===== src/design/pdsc_pkg.sv =====
package pdsc_pkg;

    localparam int MAX_SEGMENTS_DEFAULT = 16;

    localparam int CHAR_W        = 8;
    localparam int SKIP_MASK_W   = 16;
    localparam int SEG_COUNT_W   = 5;
    localparam int M_TDATA_W     = 24;

    localparam logic [CHAR_W-1:0] CHAR_SEP = 8'd47;
    localparam logic [CHAR_W-1:0] CHAR_DOT = 8'd46;
    localparam logic [CHAR_W-1:0] CHAR_END = 8'd0;

    typedef struct packed {
        logic [SEG_COUNT_W-1:0] segment_count;
        logic [SKIP_MASK_W-1:0] skip_mask;
        logic                   path_ok;
    } result_t;

endpackage


===== src/design/pdsc_core.sv =====
module pdsc_core #(
    parameter int MAX_SEGMENTS = pdsc_pkg::MAX_SEGMENTS_DEFAULT
) (
    input  logic                        aclk,
    input  logic                        aresetn,
    input  logic                        advance,
    input  logic [pdsc_pkg::CHAR_W-1:0] in_char,
    output logic                        is_end,
    output pdsc_pkg::result_t           result
);

    localparam int IW = $clog2(MAX_SEGMENTS + 1);

    logic [1:0]              len_reg,  len_next;
    logic                    fdot_reg, fdot_next;
    logic                    sdot_reg, sdot_next;
    logic [IW-1:0]           idx_reg,  idx_next;
    logic [MAX_SEGMENTS-1:0] skip_reg, skip_next;
    logic                    err_reg,  err_next;

    logic [MAX_SEGMENTS-1:0] idx_bit;
    logic [MAX_SEGMENTS-1:0] below;
    logic [MAX_SEGMENTS-1:0] open_segs;
    logic [MAX_SEGMENTS-1:0] open_rev;
    logic [MAX_SEGMENTS-1:0] low_rev;
    logic [MAX_SEGMENTS-1:0] last_open;
    logic                    is_dotdot;
    logic                    close_skip;
    logic                    close_err;
    logic [MAX_SEGMENTS-1:0] skip_closed;
    logic [IW-1:0]           idx_closed;
    logic                    is_dot;
    logic                    do_close;
    logic                    err_fin;
    logic [MAX_SEGMENTS-1:0] skip_fin;
    logic [IW-1:0]           idx_fin;
    logic [pdsc_pkg::SKIP_MASK_W-1:0] mask_out;
    logic [pdsc_pkg::SEG_COUNT_W-1:0] count_out;

    assign is_end = (in_char == pdsc_pkg::CHAR_END);
    assign is_dot = (in_char == pdsc_pkg::CHAR_DOT);

    // one-hot of the open segment's slot, and a mask of all slots before it
    assign idx_bit = {{(MAX_SEGMENTS-1){1'b0}}, 1'b1} << idx_reg;
    assign below   = idx_bit - {{(MAX_SEGMENTS-1){1'b0}}, 1'b1};
    assign open_segs = ~skip_reg & below;

    // most recent unskipped segment: reverse, isolate lowest one, reverse back
    for (genvar i = 0; i < MAX_SEGMENTS; i++) begin : g_rev
        assign open_rev[i]  = open_segs[MAX_SEGMENTS-1-i];
        assign last_open[i] = low_rev[MAX_SEGMENTS-1-i];
    end
    assign low_rev = open_rev & (~open_rev + {{(MAX_SEGMENTS-1){1'b0}}, 1'b1});

    assign is_dotdot  = (len_reg == 2'd2) && fdot_reg && sdot_reg;
    assign close_skip = (len_reg == 2'd0) || (fdot_reg && ((len_reg == 2'd1) || is_dotdot));
    assign close_err  = is_dotdot && (open_segs == '0);

    always_comb begin
        skip_closed = skip_reg | (is_dotdot ? last_open : '0);
        if (close_skip) begin
            skip_closed = skip_closed | idx_bit;
        end else begin
            skip_closed = skip_closed & ~idx_bit;
        end
        idx_closed = close_err ? idx_reg : idx_reg + IW'(1);
    end

    // terminator view: the open segment closes only if it has bytes
    assign do_close = !err_reg && (len_reg != 2'd0);
    assign err_fin  = do_close ? close_err   : err_reg;
    assign skip_fin = do_close ? skip_closed : skip_reg;
    assign idx_fin  = do_close ? idx_closed  : idx_reg;

    if (MAX_SEGMENTS >= pdsc_pkg::SKIP_MASK_W) begin : g_mask_trunc
        assign mask_out = skip_fin[pdsc_pkg::SKIP_MASK_W-1:0];
    end else begin : g_mask_ext
        assign mask_out = {{(pdsc_pkg::SKIP_MASK_W-MAX_SEGMENTS){1'b0}}, skip_fin};
    end

    if (IW >= pdsc_pkg::SEG_COUNT_W) begin : g_cnt_trunc
        assign count_out = idx_fin[pdsc_pkg::SEG_COUNT_W-1:0];
    end else begin : g_cnt_ext
        assign count_out = {{(pdsc_pkg::SEG_COUNT_W-IW){1'b0}}, idx_fin};
    end

    always_comb begin
        result.path_ok       = !err_fin;
        result.skip_mask     = err_fin ? '0 : mask_out;
        result.segment_count = err_fin ? '0 : count_out;
    end

    always_comb begin
        len_next  = len_reg;
        fdot_next = fdot_reg;
        sdot_next = sdot_reg;
        idx_next  = idx_reg;
        skip_next = skip_reg;
        err_next  = err_reg;
        if (is_end) begin
            len_next  = 2'd0;
            fdot_next = 1'b0;
            sdot_next = 1'b0;
            idx_next  = '0;
            skip_next = '0;
            err_next  = 1'b0;
        end else if (err_reg) begin
            // drop bytes until the terminator
        end else if (idx_reg >= IW'(MAX_SEGMENTS)) begin
            err_next = 1'b1;
        end else if (in_char == pdsc_pkg::CHAR_SEP) begin
            skip_next = skip_closed;
            idx_next  = idx_closed;
            err_next  = close_err;
            len_next  = 2'd0;
            fdot_next = 1'b0;
            sdot_next = 1'b0;
        end else begin
            if (len_reg == 2'd0) begin
                fdot_next = is_dot;
            end else if (len_reg == 2'd1) begin
                sdot_next = is_dot;
            end
            if (len_reg != 2'd3) begin
                len_next = len_reg + 2'd1;
            end
        end
    end

    always_ff @(posedge aclk) begin
        if (!aresetn) begin
            len_reg  <= 2'd0;
            fdot_reg <= 1'b0;
            sdot_reg <= 1'b0;
            idx_reg  <= '0;
            skip_reg <= '0;
            err_reg  <= 1'b0;
        end else if (advance) begin
            len_reg  <= len_next;
            fdot_reg <= fdot_next;
            sdot_reg <= sdot_next;
            idx_reg  <= idx_next;
            skip_reg <= skip_next;
            err_reg  <= err_next;
        end
    end

endmodule


===== config.mk =====
export PLATFORM = sky130hd
export DESIGN_NAME = pdsc_core
export DESIGN_NICKNAME = d
export VERILOG_FILES = /design/src/design/pdsc_pkg.sv /design/src/design/pdsc_core.sv
export SDC_FILE = /design/constraint.sdc
export NUM_CORES = 1
export LEC_CHECK = 0
export ABC_AREA = 1
export BUFFER_PORTS_ARGS = -buffer_cell sky130_fd_sc_hd__buf_2
export CAP_MARGIN = 20
export CORE_MARGIN = 4
export CORE_UTILIZATION = 42
export CTS_BUF_LIST = sky130_fd_sc_hd__clkbuf_16
export CTS_CLUSTER_DIAMETER = 50
export DETAILED_ROUTE_END_ITERATION = 8
export PLACE_DENSITY = 0.61
export SLEW_MARGIN = 5
export SYNTH_ARGS = -nofsm -noshare
export SYNTH_HDL_FRONTEND = slang
export SYNTH_SLANG_ARGS = --single-unit

===== constraint.sdc =====
create_clock -name aclk -period 4.46 [get_ports aclk]
set_clock_uncertainty 0.05 [all_clocks]
set_input_delay 1.115 -clock aclk [delete_from_list [all_inputs] [get_ports aclk]]
set_output_delay 1.115 -clock aclk [all_outputs]
set_load 0.1 [all_outputs]

# After elaboration in Yosys (flattened, before gate mapping)
# Cells that the tools add are included.
[word_totals]
ff_bits = 26
latchBits = 0
mem_bits_rw = 0
romBits = 0
in_bits = 11
output_inout_bits = 23
wordCells = 85
mem_count = 0
[classes]
add_sub_neg = 4
multipliers = 0
n_div = 0
n_lt_le_gt_ge = 1
n_eq_ne = 8
shift = 1
n_mux = 36
n_bitwise = 8
reduce_logical = 21
[ops]
columns = ["cell", "count"]
rows = [
  ["$mux W16", 8],
  ["$and A16 B16 Y16", 3],
  ["$not A16 Y16", 3],
  ["$mux W5", 7],
  ["$or A16 B16 Y16", 2],
  ["$add A16 B1 Y16 const B", 1],
  ["$eq A8 B6 Y1 const B", 2],
  ["$logic_not A16 Y1", 1],
  ["$mux W1", 16],
  ["$shl A1 B5 Y16 const A", 1],
  ["$sub A16 B1 Y16 const B", 1],
  ["$reduce_and A4 Y1", 3],
  ["$mux W2", 5],
  ["$reduce_bool A3 Y1", 3],
  ["$logic_not A8 Y1", 1],
  ["$ne A2 B2 Y1 const B", 3],
  ["$add A5 B1 Y5 const B", 1],
  ["$ge A5 B5 Y1 const B", 1],
  ["$logic_and A1 B1 Y1", 5],
  ["$reduce_and A5 Y1", 1],
  ["$reduce_bool A2 Y1", 2],
  ["$ne A3 B2 Y1 const B", 1],
  ["$add A2 B1 Y2 const B", 1],
  ["$eq A2 B1 Y1 const B", 1],
  ["4 further kinds", 6],
]

# Logic depth before layout (Yosys ltp)
# Gate-level depths: netlist of the first run.
[depth]
depth_word = 14
mapped_depth = 20
ltp_nobuf = 19

# Worst setup path after synthesis of the first run
# Ideal clock, no wire load.
[synth_path]
path_type = "register to output"
startpoint = "register idx_reg[0]"
endpoint = "output port result[15] (netlist name)"
t_arrival_ns = 4.112
t_required_ns = 3.295
path_slack_ns = -0.817
stages_incl_launch_ff = 17
n_path_buf = 0
path_cell_list = "dfxtp_1 inv_1 ha_1 inv_1 nor2_1 nand2_1 ha_1 nand2_4 nor2_4 nand2_1 nand2_1 nand3_1 nand2_1 nor2_4 nand4_4 nand2_4 nor3_1"
[synth_lines]
columns = ["element", "line_no", "text"]
rows = [
  ["start, declared", "pdsc_core.sv:17", "logic [IW-1:0] idx_reg, idx_next;"],
  ["start signal, assigned", "pdsc_core.sv:142", "idx_reg <= idx_next;"],
  ["end, declared", "pdsc_core.sv:9", "output pdsc_pkg::result_t result"],
]

==> reports/qor.csv, run 1 <==
stage,metric,value,unit
cts,worst skew pair latency,260,ps
pwr,clock share of power,23.7,%
cts,Clock Tree Buf Depth,2,
global_routing,largest net degree at the start of global routing,24,
floorplanning,Die Y,92.1,microns
critical_path,Startpoint Class,flop,
pwr,combinational power share,49.1,%
cts,htree depth,1,
critical_path,CP Capture Type,output pin,
global_routing,global route overflow,0,
global_routing,M2 GR Usage,38.7,%
critical_path,Reg2Reg Depth,19,
placed_design,placed insts,642,
routing,DRC viols,0,
timing,Final Setup Violations,0,
cells_and_area,Final Core Density,56.9,%
synth,largest area contributor in the netlist,dfxtp_1,
cts,Hold Buf Count CTS,0,
critical_path,Critical Path RT,3290,ps
pwr,internal power,0.000486,W
synth,Unique masters post-synth,29,
timing,slew of the pin with the lowest slew margin,817,ps
timing,upper clock frequency limit,232,MHz
routing,vias post-DR,3581,
synth,Area contributors post-synth,"dfxtp_1 (18%), nand2_1 (16%), nand3_1 (11%)",
synth,Post-synth top flop,dfxtp_1,
global_routing,initial antenna violation count,0,
routing,wire per inst,15.1,microns
placed_design,routability cong.,0.984,
cells_and_area,Layout area overhead,30.7,%
pwr,Switching Share,44.1,%
critical_path,CP Class,flop to output pin,
timing,RSZ-0062 raised after global routing,yes,
global_routing,vias in the first global route,3291,
floorplanning,number of core rows,30,
routing,Routed WL,9900,microns
global_routing,busiest grt layer,met2,
synth,Mapped Area,2970,sq um
routing,DR vias/cell,5.46,
cells_and_area,number of diodes,0,
min_path,Min-Delay Path Class,flop to flop,
cts,Clock Pin Slew Worst Setup and Hold Paths,70,ps
pwr,"IR drop worst, VDD",163,uV
synth,Synth top area share,17.5,%
global_routing,global-route usage over all layers,23.2,%
placed_design,pre-CTS setup slack,23.7,ps
floorplanning,IO Pins,34,
synth,Cells after Synth,517,
pwr,Reg power frac,27.2,%
global_routing,met3 Usage GRT,2.21,%
timing,fin. max-slew vios,0,
synth,Async SR Flop Fraction,0,%
floorplanning,core area,6830,sq um
critical_path,peak fanout along the critical path,8,
cts,Num CTS Buffers,3,
cells_and_area,share of cells above drive strength 1,25.9,%
synth,"Seq/Total Area, Yosys",17.5,%
pwr,Pleak,1.73,nW
timing,final count of hold timing violations,0,
cts,TritonCTS Sinks,26,
run,max cap viols,0,
cells_and_area,Final Non-Filler Cells,656,
routing,DRT antenna net count,0,
routing,First DRT Iteration DRCs,330,
floorplanning,Die Wd,92.1,microns
timing,post-route worst setup slack,151,ps
synth,Avg Inst Size Synth,5.75,sq um
cells_and_area,Nets,584,
timing,Slew headroom,45.5,%
pwr,PD cells,224,nW/um^2
timing,fin crit period,4310,ps
min_path,Hold Path Depth,2,
cells_and_area,Layout fillers,682,
synth,most frequent cell after synthesis,nand2_1,
outcome,outcome,finished clean,
floorplanning,Die ar.,8490,sq um
timing,fin crit share,96.6,%
synth,post-synthesis sequential element count,26,
synth,syn nets,539,
cells_and_area,max reg flops,16,
placed_design,Post-DP HPWL,7590,microns
placed_design,port bufs,33,
synth,"top cells by count, synth","nand2_1 (125), nor2_1 (77), nand3_1 (64)",
floorplanning,Initial Util,43.5,%
cts,CTS tree,built,
synth,number of synthesized flops with an enable pin,0,
pwr,Psw,0.000384,W
global_routing,first-pass GRT wire length,15900,microns
synth,YS warnings,0,
critical_path,"Data arrival, critical path",3140,ps
routing,DRT Pass-1 Iters,5,
global_routing,routing usage on met1,32.4,%
cts,clock root buffer,clkbuf_16,
path summary, 6_finish.rpt:
path | start | end | slack, ps
worst max-delay path | idx_reg[1] | result[20] | 150
worst min register to register | sdot_reg | sdot_reg | 400
worst max register to register | idx_reg[1] | idx_reg[4] | 1630
worst min-delay path | sdot_reg | sdot_reg | 400
critical path, cell delays in order (launching register included):
cell     delay, ps
dfxtp_2        350
inv_1          120
ha_2           220
inv_1           70
nor2_2         160
nand2_2        140
ha_4           220
inv_1           50
nand2_1         50
nand3_1        110
nand2_1         80
nor2_1         100
nand2_1         90
nor3_4         270
buf_4          180
nand3_4        120
nand2_1         80
nand2_1         60
a21oi_1        160
nor2_2          80
buf_12         170
routing by layer:
metal,vias up,routed length [microns]
met2,126,4680
met5,-,0
met3,11,552
met4,0,123
met1,1655,4540
li1,1789,-
logic make-up after synthesis:
family / share of synthesized area (%)
AO/OA/AOI/OAI: 15.8
flip-flops: 17.5
AND/OR/NAND/NOR: 51.9
adder cells (fa/ha/maj): 4.63
buffers and inverters: 10.1
power by group through the flow:
stage          Clock [W]  Sequential, W  Combinational [W]
2_1_floorplan          0       0.000242           0.000283
3_3_place_gp           0       0.000243           0.000425
3_5_place_dp           0       0.000243           0.000427
4_1_cts         0.000211       0.000237           0.000428
5_1_grt         0.000222       0.000237           0.000445
6_report        0.000206       0.000237           0.000427
final cells by class:
type	instances	area, sq um	share of cell area, %
sequential	26	527	13.6
inverter	59	234	6.02
clock buffer	3	75.1	1.93
tap	96	120	3.09
multi-input combinational	419	2300	59.2
timing repair buffer	53	628	16.2
layout by cell type, fill, tap and decap left out, drive strengths merged:
cell type,netlist,routed
o211ai,7,7
clkbuf,9,3
nand3b,1,1
nand2,142,142
nor3,10,10
inv,59,58
a31oi,1,1
o21ai,23,23
nand4,15,15
o21bai,2,2
nand3,67,67
clkinv,0,1
dfxtp,26,26
buf,5,53
a22oi,1,1
ha,11,11
nor2,89,90
o22ai,1,1
a21oi,48,48
per-stage QoR:
stage | setup TNS (ps) | power, W | cell area [sq um] | hold slack [ps]
CTS | 0 | 0.000876 | 3750 | 402
global placement | 0 | 0.000667 | 3630 | 389
floorplan | -3.41 | 0.000526 | 3050 | 373
finish | 0 | 0.000870 | 3880 | 401
global route | -218 | 0.000905 | 3880 | 427
detailed placement | 0 | 0.000670 | 3630 | 391
repair_timing:
action,in CTS,in global routing
gates resized for setup,4,24
gates cloned,0,1
setup endpoints to repair,22,22
buffers inserted,3,7
pin swaps,1,7
Note: power is estimated with default switching activity, not from simulation.
==> run 2, diff against run 1 <==
Settings changed: GPL_TIMING_DRIVEN from default to 0, SLEW_MARGIN 5 to 20.
==> reports/qor.csv, run 2 (synthesis gave the netlist of run 1 again) <==
stage,metric,value,unit,change
outcome,outcome,finished clean,,unchanged
pwr,internal power,0.000502,W,was 0.000486 W
min_path,HP Start,sdot_reg,,unchanged
placed_design,pre-CTS setup slack,-190,ps,was 23.7 ps
cells_and_area,Layout fillers,729,,was 682
critical_path,Critical R2R Launch,idx_reg[1],,unchanged
timing,post-route worst setup slack,117,ps,was 151 ps
min_path,Min-Delay Path Class,flop to flop,,unchanged
timing,Final Setup Violations,0,,unchanged
global_routing,largest net degree at the start of global routing,16,,was 24
critical_path,Reg2Reg Depth,19,,unchanged
cts,Clock Pin Slew Worst Setup and Hold Paths,80,ps,was 70 ps
min_path,hold-critical path endpoint,sdot_reg,,unchanged
global_routing,first-pass GRT wire length,17500,microns,was 15900 microns
pwr,overall power,0.000901,W,was 0.000870 W
floorplanning,Die ar.,8490,sq um,unchanged
routing,First DRT Iteration DRCs,277,,was 330
routing,met2 wire length,5110,microns,was 4680 microns
critical_path,most frequent CP cell,nand3_1,,was nand2_1
min_path,Hold Path Depth,2,,unchanged
cts,worst skew pair latency,280,ps,was 260 ps
critical_path,peak fanout along the critical path,10,,was 8
critical_path,CP Class,flop to output pin,,unchanged
floorplanning,number of core rows,30,,unchanged
cts,CTS tree,built,,unchanged
cells_and_area,number of diodes,0,,unchanged
critical_path,CP Capture Type,output pin,,unchanged
critical_path,CP Cell Sequence,inv_2 > ha_4 > inv_1 > nor2_4 > nand2_4 > ha_4 > nand3_1 > nor2_2 > nand3_1 > nand2_1 > nand3_1 > nand2_2 > nor2_4 > nand4_4 > nand2_4 > inv_4 > buf_6 > o21ai_2 > nor2_2 > buf_4,,was inv_1 > ha_2 > inv_1 > nor2_2 > nand2_2 > ha_4 > inv_1 > nand2_1 > nand3_1 > nand2_1 > nor2_1 > nand2_1 > nor3_4 > buf_4 > nand3_4 > nand2_1 > nand2_1 > a21oi_1 > nor2_2 > buf_12
routing,wire per inst,16.8,microns,was 15.1 microns
floorplanning,Die Y,92.1,microns,unchanged
floorplanning,Initial Util,43.5,%,unchanged
cells_and_area,Layout area overhead,29.5,%,was 30.7%
cells_and_area,"most common cell after layout, fill and taps aside",nand2_1,,unchanged
placed_design,Post-DP HPWL,8140,microns,was 7590 microns
pwr,Switching Share,44.2,%,was 44.1%
run,max cap viols,0,,unchanged
cells_and_area,max reg flops,16,,unchanged
cts,clock root buffer,clkbuf_16,,unchanged
routing,DR vias/cell,5.57,,was 5.46
critical_path,"Data arrival, critical path",3180,ps,was 3140 ps
timing,fin crit period,4340,ps,was 4310 ps
cts,htree depth,1,,unchanged
routing,Metal-1 WL,4970,microns,was 4540 microns
critical_path,FF-to-FF setup slack,1670,ps,was 1630 ps
routing,DR top layer,met4,,unchanged
cts,TritonCTS Sinks,26,,unchanged
cts,Num CTS Buffers,3,,unchanged
placed_design,routability cong.,0.955,,was 0.984
pwr,Pleak,1.70,nW,was 1.73 nW
routing,met3 wire length,737,microns,was 552 microns
cells_and_area,most frequent cells in the layout,"nand2_1 (115), nand3_1 (58), nor2_1 (56), inv_1 (50), a21oi_1 (40)",,"was nand2_1 (121), nand3_1 (61), nor2_1 (57), inv_1 (53), a21oi_1 (42)"
timing,final count of hold timing violations,0,,unchanged
critical_path,FF-to-FF End,idx_reg[4],,unchanged
global_routing,global route overflow,0,,unchanged
pwr,PD cells,234,nW/um^2,was 224 nW/um^2
timing,fin. max-slew vios,0,,unchanged
timing,Slew headroom,38.5,%,was 45.5%
routing,DRC viols,0,,unchanged
cells_and_area,Nets,589,,was 584
routing,vias post-DR,3690,,was 3581
floorplanning,IO Pins,34,,unchanged
critical_path,Startpoint Class,flop,,unchanged
routing,Routed WL,11100,microns,was 9900 microns
timing,upper clock frequency limit,230,MHz,was 232 MHz
cells_and_area,share of cells above drive strength 1,28.1,%,was 25.9%
pwr,"IR drop worst, VDD",209,uV,was 163 uV
global_routing,global-route usage over all layers,25.9,%,was 23.2%
timing,fin crit share,97.4,%,was 96.6%
pwr,Reg power frac,26.2,%,was 27.2%
pwr,combinational power share,42.4,%,was 49.1%
cts,Hold Buf Count CTS,0,,unchanged
global_routing,vias in the first global route,3463,,was 3291
pwr,Psw,0.000398,W,was 0.000384 W
floorplanning,core area,6830,sq um,unchanged
cells_and_area,multi-input logic area,2400,sq um,was 2300 sq um
floorplanning,Die Wd,92.1,microns,unchanged
cells_and_area,FF/Latch Area,528,sq um,was 527 sq um
critical_path,slowest stage cell on the critical path,dfxtp_4,,was dfxtp_2
global_routing,initial antenna violation count,0,,unchanged
placed_design,port bufs,33,,unchanged
critical_path,Critical Path RT,3290,ps,about the same
pwr,clock share of power,31.3,%,was 23.7%
routing,DRT Pass-1 Iters,6,,was 5
routing,DRT antenna net count,0,,unchanged
cells_and_area,Final Core Density,56.3,%,was 56.9%
critical_path,CP peak stage delay,370,ps,was 350 ps
timing,slew of the pin with the lowest slew margin,919,ps,was 817 ps
cts,Clock Tree Buf Depth,2,,unchanged
critical_path,CP Launch Point,idx_reg[1],,unchanged
[run 2: per-stage QoR]
stage	TNS [ps]	hold WS, ps	instance area, sq um	std cells
finish	0	409	3850	662
global route	-137	448	3850	662
CTS	0	402	3570	655
detailed placement	-1670	389	3330	646
global placement	-1200	391	3330	646
floorplan	-3.41	373	3050	517
[run 2: what timing repair did]
action | in CTS | in global routing
cloned | 1 | 1
pin swaps | 4 | 13
buffers inserted | 4 | 6
endpoints found under the hold margin | 0 | 0
resized for setup | 35 | 59
setup endpoints to repair | 22 | 22
[run 2: worst max path at each step]
stage	endpoint	slack, ps	cells after the start
2_1_floorplan	result[16]	-3	16
3_3_place_gp	result[21]	-140	20
3_5_place_dp	result[21]	-190	20
4_1_cts	result[18]	0.4	19
5_1_grt	result[3]	-20	19
6_report	result[10]	120	20
[run 2: layout make-up]
| class | count | area share, % |
|---|---|---|
| plain buffers | 14 | 2.31 |
| clock buffers | 3 | 1.95 |
| clock inverters | 1 | 0.780 |
| inverters | 59 | 5.82 |
| multi-input cells | 419 | 62.3 |
| flip-flops and latches | 26 | 13.7 |
| well taps | 96 | 3.12 |
| repair buffers | 44 | 9.98 |
[run 2: worst max-delay path: cells and delay by family (launching register included)]
kind / cells / cell delay [ps]
AOI/OAI and AO/OA: 1 / 70
and+or+nand+nor: 12 / 1440
buffers and inverters: 5 / 630
adders and majority gates: 2 / 370
DFF: 1 / 370
[run 2: power by group through the flow]
| stage | clock (W) | sequential [W] | combinational [W] |
|---|---|---|---|
| after floorplan | 0 | 0.000242 | 0.000283 |
| after global placement | 0 | 0.000243 | 0.000340 |
| after detailed placement | 0 | 0.000243 | 0.000342 |
| after CTS | 0.000287 | 0.000237 | 0.000363 |
| after global routing | 0.000295 | 0.000237 | 0.000397 |
| final | 0.000282 | 0.000236 | 0.000382 |
[run 2: metal layers]
metal	vias up	track usage, %
met5	-	0
met4	0	7.55
met3	20	2.95
met2	148	43.1
met1	1723	35.2
li1	1799	-
